<file path="src/sv/tma_ram.sv">
// ---------------------------------------------------------------------------
// tma_ram: generic simple dual-port RAM
// One write port, one read port, read data registered.
// ---------------------------------------------------------------------------
module tma_ram #(
  parameter int WIDTH = 8,
  parameter int DEPTH = 16
) (
  input  logic                     clk,
  input  logic                     we,
  input  logic [$clog2(DEPTH)-1:0] waddr,
  input  logic [WIDTH-1:0]         wdata,
  input  logic [$clog2(DEPTH)-1:0] raddr,
  output logic [WIDTH-1:0]         rdata
);

  logic [WIDTH-1:0] mem [DEPTH];

  always_ff @(posedge clk) begin
    if (we) begin
      mem[waddr] <= wdata;
    end
    rdata <= mem[raddr];
  end

endmodule

</file>
<file path="config.mk">
export PLATFORM = sky130hd
export DESIGN_NAME = tma_ram
export DESIGN_NICKNAME = d
export VERILOG_FILES = /design/src/sv/tma_ram.sv
export SDC_FILE = /design/constraint.sdc
export NUM_CORES = 1
export LEC_CHECK = 0
export BUFFER_PORTS_ARGS = -buffer_cell sky130_fd_sc_hd__buf_2
export CORE_UTILIZATION = 60
export CTS_CLUSTER_DIAMETER = 150
export DETAILED_ROUTE_END_ITERATION = 7
export GPL_TIMING_DRIVEN = 0
export PLACE_DENSITY = 0.78
export SLEW_MARGIN = 10
export SYNTH_ARGS = -nofsm -noshare
export SYNTH_HDL_FRONTEND = slang
export SYNTH_SLANG_ARGS = --single-unit
</file>
<file path="constraint.sdc">
create_clock -name clk -period 4.8 [get_ports clk]
set_input_delay 0.48 -clock clk [delete_from_list [all_inputs] [get_ports clk]]
set_output_delay 0.48 -clock clk [all_outputs]
set_load 0.02 [all_outputs]
</file>
Yosys cells after proc, flatten, opt, wreduce, memory -nomap -nowiden
Memory sizes are Yosys's and may differ from the RTL's. A register that Yosys moved wholly into a read port is not among the register bits. Cells that the tools add are included.

Muxes and demuxes: 2.

Operator list (count): $mux W1 (2).

Memories kept: 1. RAM bits: 128. Flip-flop bits (word level): 0. Input bits: 18. Output and inout bits: 8.

Memory list: mem (words 16, bits a word 8, read ports 1, clocked after Yosys merged registers in 1, write ports 1, line 17) `logic [WIDTH-1:0] mem [DEPTH];`.

Logic depth before layout (Yosys ltp)
Depth in word-level cells: 2. Mapped depth: 5. Depth with buffers taken out: 3.

Least setup slack after synthesis
No wires, ideal clock.

Path type: input to register. Start: input port waddr[2]. End: memory mem[0][0] (enable). Arrival time: 1.590 ns. Data required time: 4.417 ns. Cell stages on the path: 2. Setup time: 0.383 ns. Setup slack: 2.827 ns. Path buffers: 0. Cells stage by stage: or3b_2 > nor3_1.

RTL lines: from (decl) (line 11) `input logic [$clog2(DEPTH)-1:0] waddr,`; to (decl) (line 17).

No word-level cell before the write port.

Final worst setup path
Start: input port waddr[2]. End: memory mem[8][6] (enable).

No word-level cell before the write port.

==> impl_results.md <==
- Worst skew pair latency: 0.52 ns
- R2r setup slk: 3.26 ns
- CTS tree: yes
- Diode count: 0
- Path depth of the worst reg2reg path: 3
- Unrepaired setup endpoints after global routing: false
- Crit path DAT: ~1.9 ns
- Worst-path clk slew: roughly 0.06 ns
- Die Area: 8950 um^2
- Power per cell area: roughly 470 nW/um^2
- Drt first pass iters: 5
- Net Count, Synth: 247
- Power Internal: 2240 uW
- Initial antenna violation count: 0
- Period utilization: 36.3%
- Drt wl/cell: 27.0 um
- Core area: 8260 um^2
- Tot GR Track Use: 26.1%
- Critical Path Sink: mem[8][6]
- Max VDD drop: ~0.25 mV
- Postcts setup bufs: 0
- Routed WL: 10.5 mm
- Avg Cell Area, Syn: approximately 22 um^2
- Combinational share of power: 4.9%
- Critical R2R Launch: mem[9][5]
- Worst EP required: 4.93 ns
- Vias in the first global route: around 2400
- Largest cells by area after synthesis: edfxtp_1 75%, mux4_2 7.9%, mux4_1 7.1%
- CP max stage cell: nor3_1
- CTS buffer count: 17
- Psw: ~580 uW
- Top-Level Pins: 26
- Synth Register Bits: 136
- Synthesis-to-finish area growth: 17.0%
- Status: finished, final reports clean
- Routed vias: roughly 2500
- DIE WIDTH: 94.6 um
- Max-cap violations: 0
- Leak: 0.00203 uW
- Setup WS post-layout: 3.06 ns
- Final Max Slew Viols: 0
- Mapped cell area: around 5100 um^2
- Number of setup violations in the final report: 0
- Clock power frac: 47.7%
- Synth unique cells: 19
- Crit path time final: 1.74 ns
- Post-CTS sizing: 0
- Critical path class: in -> reg
- Share of layout cells above drive strength 1: 30.2%
- Worst Clk Skew: just over 0.008 ns
- Actual slew at the worst max-slew pin: 1.28 ns
- Gp weighted congestion: a little over 0.7
- Pin count of the biggest net entering global routing: 17
- Element type at the critical path start: input pin
- Pre-CTS WS: 2.25 ns
- Crit Path Max Fanout: 8
- Biggest area consumer among synthesized cells: edfxtp_1
- Crit path launch: waddr[2]
- Clk root buf: clkbuf_8
- Post-route setup TNS: 0 ns
- Yosys top cell area share: 74.7%
- Switching power share of the total: approximately a fifth
- Layout net count: 290
- Post-route DRC: 0
- Capturing point of the worst reg2reg path: rdata[5]
- Worst slew margin: 14.3%
- Sequential share of power: roughly 48%
- Sink Count: 136
- Max incr delay on CP: 1.02 ns
- Synth Warn #: 0
- CTS max path bufs: 2
- Initial Util: 62.3%
- Port bufs: 24
- Final hold vios: 0
- GRT overflow: 0
- Avg Vias per Cell: approximately 6.5
- Post-Synthesis Cells: ~230
- First-pass GRT wire length: 15.2 mm
- Worst min-delay path class: in -> reg
- ANT nets after route: 0
- Hold-fix buffers at CTS: 0
- DR iter-0 viols: 285
- CP Capture Type: register
- Die Y: between 90 and 100 um
- Cell Chain, Critical Path: buf_2 -> nand3b_1 -> nor3_1
- DP Wirelength: a little under 6 mm
- Htree depth: 4
- Achievable frequency: 0.574 GHz
- Register area share after synthesis: 77.8%
- Row cnt: 33
[routing by layer]
metal	GRT usage, %	vias up	wire length, um
li1	-	1058	-
met1	38.4	1294	4480
met2	38.2	151	5070
met3	6.92	15	782
met4	9.09	0	181
met5	0	-	0
[synthesized netlist by cell type]
| cell | count |
|---|---|
| a22oi_1 | 16 |
| and2_1 | 1 |
| and2b_1 | 1 |
| buf_2 | 3 |
| buf_4 | 1 |
| buf_6 | 3 |
| clkdlybuf4s25_2 | 3 |
| dfxtp_1 | 8 |
| edfxtp_1 | 128 |
| mux4_1 | 14 |
| mux4_2 | 18 |
| nand2_1 | 9 |
| nand2b_1 | 2 |
| nand3_1 | 1 |
| nand3b_1 | 2 |
| nor2_1 | 13 |
| nor2b_1 | 1 |
| nor3_1 | 4 |
| or3b_2 | 1 |
[worst max-delay path: cells and delay by family]
kind                   cells  cell delay (ns)
AND/OR/NAND/NOR            2             1.28
buffers and inverters      1             0.12
[cell usage in the layout (no fill, tap or decap), types with 3 or more instances in the layout]
cell type,netlist,final
a22oi_1,16,16
nor3_2,0,3
clkbuf_16,0,16
bufinv_16,0,4
mux4_2,18,18
dfxtp_1,8,8
nor2_1,13,13
buf_2,3,27
clkinvlp_4,0,3
mux4_1,14,14
buf_6,3,3
nand2_1,9,9
edfxtp_1,128,128
clkdlybuf4s25_2,3,3
clkinv_2,0,3
[state kept, by name, indices dropped and copies added, names as in the netlist]
register	cells
mem	128
rdata	8
[area by class of cell]
| class | count | area (um^2) |
|---|---|---|
| flip-flops and latches | 136 | 4000 |
| fillers | 460 | 2230 |
| multi-input cells | 83 | 1070 |
| clock buffers | 20 | 435 |
| clock inverters | 12 | 175 |
| well taps | 105 | 131 |
| repair buffers | 24 | 120 |
| plain buffers | 10 | 86.3 |
[power groups by stage]
stage	Clock, uW	Combinational, uW	Sequential [uW]
2_1_floorplan	0	67.4	1370
3_3_place_gp	0	129	1360
3_5_place_dp	0	133	1360
4_1_cts	1340	136	1340
5_1_grt	1390	146	1340
6_report	1340	137	1340
[metrics by stage]
step | hold WS, ns | area (um^2) | cells | util, % | total power (uW)
after floorplan | 0.579 | 5150 | 229 | - | 1440
after global placement | 0.669 | 5400 | 358 | 65.4 | 1490
after detailed placement | 0.677 | 5400 | 358 | 65.4 | 1490
after CTS | 0.354 | 6010 | 390 | 72.8 | 2810
after global routing | 0.358 | 6020 | 390 | 73.0 | 2880
final | 0.368 | 6020 | 390 | 73.0 | 2810
[cells by family after synthesis]
logic type,Yosys count,synth area share (%)
AO/OA/AOI/OAI,16,2.33
buffers and inverters,10,1.68
flip-flops,136,77.8
multiplexers,32,15.0
AND/OR/NAND/NOR,35,3.18
[worst min path at each step]
stage / slack, ns / cells past startpoint / endpoint / from
after floorplan: 0.58 / 0 / mem[0][0] / wdata[0]
after global placement: 0.67 / 3 / rdata[3] / mem[11][3]
after detailed placement: 0.68 / 3 / rdata[3] / mem[11][3]
after CTS: 0.35 / 1 / mem[11][4] / wdata[4]
after global routing: 0.36 / 1 / mem[11][1] / wdata[1]
final: 0.37 / 1 / mem[10][0] / wdata[0]
Power figures use the tool's default switching activity.
