### src/sv/tma_pkg.sv
// ---------------------------------------------------------------------------
// tma_pkg: shared types and constants for the triangle mesh adjacency block
// Sizes of the stores, operation and status codes, controller states and
// the candidate match flags.
// ---------------------------------------------------------------------------
package tma_pkg;

  // store sizes
  localparam int MAX_TRIANGLES = 4096;
  localparam int MAX_VERTICES  = 4096;
  localparam int MAX_INCIDENT  = 16;

  localparam int TRI_W    = $clog2(MAX_TRIANGLES);        // triangle index
  localparam int VTX_W    = $clog2(MAX_VERTICES);         // vertex index
  localparam int INC_W    = $clog2(MAX_INCIDENT);         // slot in a list
  localparam int CNT_W    = $clog2(MAX_INCIDENT + 1);     // list fill count
  localparam int LOADED_W = $clog2(MAX_TRIANGLES + 1);    // loaded triangles
  localparam int LST_AW   = VTX_W + INC_W;                // incidence address
  localparam int TRI_DW   = 3 * VTX_W;                    // packed corners
  localparam int NB_W     = 13;                           // signed neighbor

  // operation codes
  localparam logic [1:0] OP_LOAD  = 2'd0;
  localparam logic [1:0] OP_QUERY = 2'd1;
  localparam logic [1:0] OP_CLEAR = 2'd2;

  // status codes
  localparam logic [1:0] ST_OK          = 2'd0;
  localparam logic [1:0] ST_NONMANIFOLD = 2'd1;
  localparam logic [1:0] ST_NOT_LOADED  = 2'd2;
  localparam logic [1:0] ST_OVERFLOW    = 2'd3;

  localparam logic [NB_W-1:0] NB_NONE = {NB_W{1'b1}};

  typedef logic [VTX_W-1:0] vtx_t;
  typedef logic [TRI_W-1:0] tri_idx_t;

  typedef enum logic [3:0] {
    S_CLR,      // zero the incidence counts
    S_IDLE,
    S_LD_RD,    // read count of one corner
    S_LD_WR,    // append to that corner's list
    S_Q_SELF,   // queried triangle's corners arrive
    S_Q_CNT,    // read count of one corner
    S_Q_CNTW,   // count arrives
    S_Q_SCAN,   // stream candidates through list and triangle reads
    S_Q_DONE    // publish result
  } state_t;

  // verdict on one candidate
  typedef struct packed {
    logic adj;  // exactly two equal vertex pairs
    logic dup;  // already among the neighbors found
  } match_t;

endpackage

### src/sv/tma_match.sv
// ---------------------------------------------------------------------------
// tma_match: candidate test for the adjacency scan
// Counts equal vertex pairs between the queried triangle and a candidate
// and checks the candidate against the neighbors already found.
// ---------------------------------------------------------------------------
module tma_match import tma_pkg::*; (
  input  vtx_t     self_v  [3],
  input  vtx_t     cand_v  [3],
  input  tri_idx_t cand,
  input  tri_idx_t nb      [3],
  input  logic [1:0] n,
  output match_t   verdict
);

  logic [3:0] eq_cnt;
  logic       dup;

  // nine pairwise comparisons
  always_comb begin
    eq_cnt = '0;
    for (int i = 0; i < 3; i++) begin
      for (int j = 0; j < 3; j++) begin
        eq_cnt = eq_cnt + {3'd0, self_v[i] == cand_v[j]};
      end
    end
  end

  // duplicate check over the filled slots
  always_comb begin
    dup = 1'b0;
    for (int m = 0; m < 3; m++) begin
      if (2'(m) < n && nb[m] == cand) begin
        dup = 1'b1;
      end
    end
  end

  assign verdict.adj = (eq_cnt == 4'd2);
  assign verdict.dup = dup;

endmodule

### config.mk
export PLATFORM = sky130hd
export DESIGN_NAME = tma_match
export DESIGN_NICKNAME = d
export VERILOG_FILES = /design/src/sv/tma_pkg.sv /design/src/sv/tma_match.sv
export SDC_FILE = /design/constraint.sdc
export NUM_CORES = 1
export LEC_CHECK = 0
export BUFFER_PORTS_ARGS = -buffer_cell sky130_fd_sc_hd__buf_2
export CAP_MARGIN = 10
export CORE_ASPECT_RATIO = 1.4
export CORE_MARGIN = 5
export CORE_UTILIZATION = 40
export DETAILED_ROUTE_END_ITERATION = 10
export PLACE_DENSITY = 0.88
export SLEW_MARGIN = 15
export SYNTH_ARGS = -nofsm -noshare
export SYNTH_HDL_FRONTEND = slang
export SYNTH_SLANG_ARGS = --single-unit
### constraint.sdc
create_clock -name vclk -period 4.1
set_input_delay 0.205 -clock vclk [all_inputs]
set_output_delay 0.205 -clock vclk [all_outputs]
set_load 0.02 [all_outputs]
# [Word level (Yosys, flattened, before mapping)]
# Cells that the tools add are included.
[word_totals] inputBits=122 reg_bits=0 wordCells=30 out_inout_bits=2
[classes] n_mux=3 n_lt_le_gt_ge=3 n_reduce_logical=3 addsub=8 eq_ne=13
[ops] operator="12-bit equality test" count=12
[ops] operator="4-bit by 1-bit adder with 4-bit output" count=5
[ops] operator="3-bit by 1-bit adder with 4-bit output" count=1
[ops] operator="4-bit by 2-bit equality test with 1-bit output, second input constant" count=1
[ops] operator="1-bit by 2-bit < comparator with 1-bit output, first input constant" count=2
[ops] operator="2-bit by 1-bit adder with 3-bit output" count=1
[ops] operator="1-bit logical AND" count=3
[ops] operator="1-bit 2-to-1 mux" count=3
[ops] operator="1-bit by 1-bit adder with 2-bit output" count=1
[ops] operator="2-bit < comparator, first input constant" count=1

# [Longest topological paths before layout]
[depth] ltp_word=10 ltp_mapped=13 ltp_nobuf=13

# [Worst setup path after synthesis]
# OpenSTA, ideal clock, no wires.
[synth_path] path_kind="input port to output port" start="in cand_v[30] (netlist bit)" end="out verdict[1] (netlist bit)" stages=13 arrival_ps=3876 setup_slack_ps=19 required_ps=3895 path_cell_list="xor2_1 nor4_1 nand3_1 fa_1 fa_1 inv_1 fa_1 fa_1 inv_1 fa_1 a2111oi_0 a21oi_1 nor3_1"
[synth_lines] element="from (decl)" line="tma_match.sv:8" rtl="input vtx_t cand_v [3],"
[synth_lines] element="to (decl)" line="tma_match.sv:12" rtl="output match_t verdict"

==> out/metrics.yaml <==
run_status:
  status: "completed"
yosys:
  yosysWarnings: 0
  synthesis.area_um2: 1750
  ys_seq_area_share_pct: 0
  syn_nets: 343
  avgSynthCellArea_um2: 8.17
  syn_inst: 214
  ys_types: 15
pwr:
  netSwitchingPower_w: 0.000142
  power.total_w: 0.000297
  p_leak_nw: 1.27
  sw_frac_of_total_pct: 47.7
  clockPowerShare_pct: 0
  seq_power_share_pct: 0
  vdd_drop_max_v: 0.0000592
  power_density_nw_per_um2: 105
  combPwrFrac_pct: 100.0
  p_int_w: 0.000156
routing:
  ant_nets: 0
  wl_per_cell_um: 15.7
  dr_total_vias: 2257
  dr.pass1.iters: 4
  drcViolationCount: 0
  routed_wl_um: 6970
  avgViaCountPerCell: 5.08
  dr.first_iter.drc_count: 103
placement:
  place_inst: 443
  portBuffers: 124
  hpwl_um: 6430
  place.gp.congestion: 0.941
  dp_slack_ns: -0.303
floorplan:
  floorplan.initialDensity_pct: 41.2
  dieHeight_um: 88.2
  coreArea_um2: 4240
  die_width_um: 65.9
  die_area_um2: 5810
  pin_count: 124
  rows: 28
cells_and_area:
  syn_to_final_growth_pct: 62.8
  nets: 515
  fillCellCount: 332
  antenna_cells: 0
  regArea_um2: 0
  design.seq.count: 0
  nClkBuffers: 0
  multi_input_area_um2: 1770
  fin_cells: 444
  drive_gt1_share_pct: 47.1
sta:
  setup_viol: 0
  fin_tns_setup_ns: 0
  fin_ws_ns: 0.139
  drv_slew: 0
  tightest_slew_ns: 0.497
  post-route-period-util_pct: 96.6
  rsz0062_at_grt: "yes"
  hold_viol_final: 0
  period_needed_ns: 3.96
  timing.fmax_ghz: 0.252
  relSlewSlack_pct: 66.6
global_routing:
  grt_first_pass_wirelength_um: 10800
  grt-ovfl-total: 0
  grt_usage_pct: 23.9
  antenna_found_initial: 0
  grt_pass1_vias: 2502
  grt_max_degree: 4
critical_path:
  cp_common_cell: "fa_1"
  arrival_ns: 3.76
  critPathRequiredTime_ns: 3.89
  slowest_stage: "fa_1"
  criticalPathCategory: "input port to primary output"
  worst_setup_path_start_kind: "input port"
  crit_fanout: 2
  cpPeakStageDelay_ns: 0.52
  worst_setup_path_end_kind: "primary output"
  path_cells: "buf_2 -> xor2_1 -> nor4_2 -> nand3_1 -> fa_1 -> fa_1 -> inv_1 -> fa_1 -> fa_2 -> inv_2 -> fa_2 -> a2111oi_4 -> a21oi_1 -> nor3_1 -> buf_4"
hold_path:
  whs_path_depth: 5
  hp-class: "input port to primary output"
  holdCritStartpoint: "n[0]"
  holdPathEnd: "verdict[0]"
clock_tree:
  hold_buffers: 0
flow_run:
  maxCapViolCount: 0
-- critical path: cells and delay by family --
kind            cells  cell delay [ns]
fa+ha+maj           5             2.09
xor+xnor            1             0.17
simple gates        3             0.64
compound gates      2             0.28
buf+inv             4             0.37
-- kinds of logic (layout without fill, tap and decap cells) --
logic type / count (synthesis) / in the layout / synth area share [%]
adder cells (fa/ha/maj): 7 / 7 / 7.16
buffers and inverters: 8 / 178 / 1.93
AND/OR/NAND/NOR: 52 / 52 / 17.5
AO/OA/AOI/OAI: 3 / 3 / 1.29
XOR/XNOR: 144 / 144 / 72.2
-- stage by stage --
stage,cell area (µm²),utilization (%),hold slack (ns)
2_1_floorplan,1750,-,0.808
6_report,2850,67.1,1.02
5_1_grt,2850,67.1,1.08
3_3_place_gp,2780,65.6,0.985
4_1_cts,2830,66.9,1.03
3_5_place_dp,2780,65.6,1.03
-- per-layer routing --
layer  share of wire, %  global-route usage [%]
met2                 53                    47.6
met5                  0                       0
met3                 12                    4.57
met4                3.5                    8.30
met1                 31                    24.0
-- cell usage after synthesis --
cell type,count,area (µm²)
inv_1,7,26.3
xnor2_1,84,736
nor3_1,5,25.0
nand3_1,9,45.0
nand2_1,1,3.75
or3_1,1,6.26
buf_4,1,7.51
ha_1,2,25.0
fa_1,5,100
a21oi_1,1,5.00
xor2_1,60,526
nand4_1,18,113
nor4_1,18,113
o21ai_2,1,8.76
a2111oi_0,1,8.76
-- power by group through the flow --
| stage | clock network, W | logic, W | registers, W |
|---|---|---|---|
| finish | 0 | 0.000297 | 0 |
| global route | 0 | 0.000318 | 0 |
| CTS | 0 | 0.000294 | 0 |
| detailed placement | 0 | 0.000289 | 0 |
| global placement | 0 | 0.000282 | 0 |
| floorplan | 0 | 0.000122 | 0 |
-- how the worst max path moves through the flow --
stage | from | slack [ns] | to | cells past startpoint
3_5_place_dp | cand_v[31] | -0.30 | verdict[1] | 15
4_1_cts | cand_v[31] | 0.04 | verdict[1] | 16
2_1_floorplan | cand_v[30] | 0.02 | verdict[1] | 13
3_3_place_gp | cand_v[31] | -0.18 | verdict[1] | 15
6_report | cand_v[30] | 0.14 | verdict[1] | 15
5_1_grt | self_v[35] | -0.02 | verdict[1] | 16
-- area by class of cell --
| cell class | instances | share of cell area (%) |
|---|---|---|
| inverters | 7 | 0.923 |
| multi-input cells | 206 | 62.2 |
| well taps | 60 | 2.64 |
| repair buffers | 171 | 34.3 |
-- cells in the final DEF, fill, tap and decap left out, drive strengths merged, types with 2 or more instances in the layout --
cell	n
fa	5
nor4	18
xnor2	84
inv	7
nand4	18
nor3	5
ha	2
nand3	9
xor2	60
buf	171
-- repair_timing --
action,CTS,global route
resized for setup,9,3
pin swaps,13,5
setup endpoints to repair,1,1
buffers inserted,1,0
(Power assumes the default switching activity.)
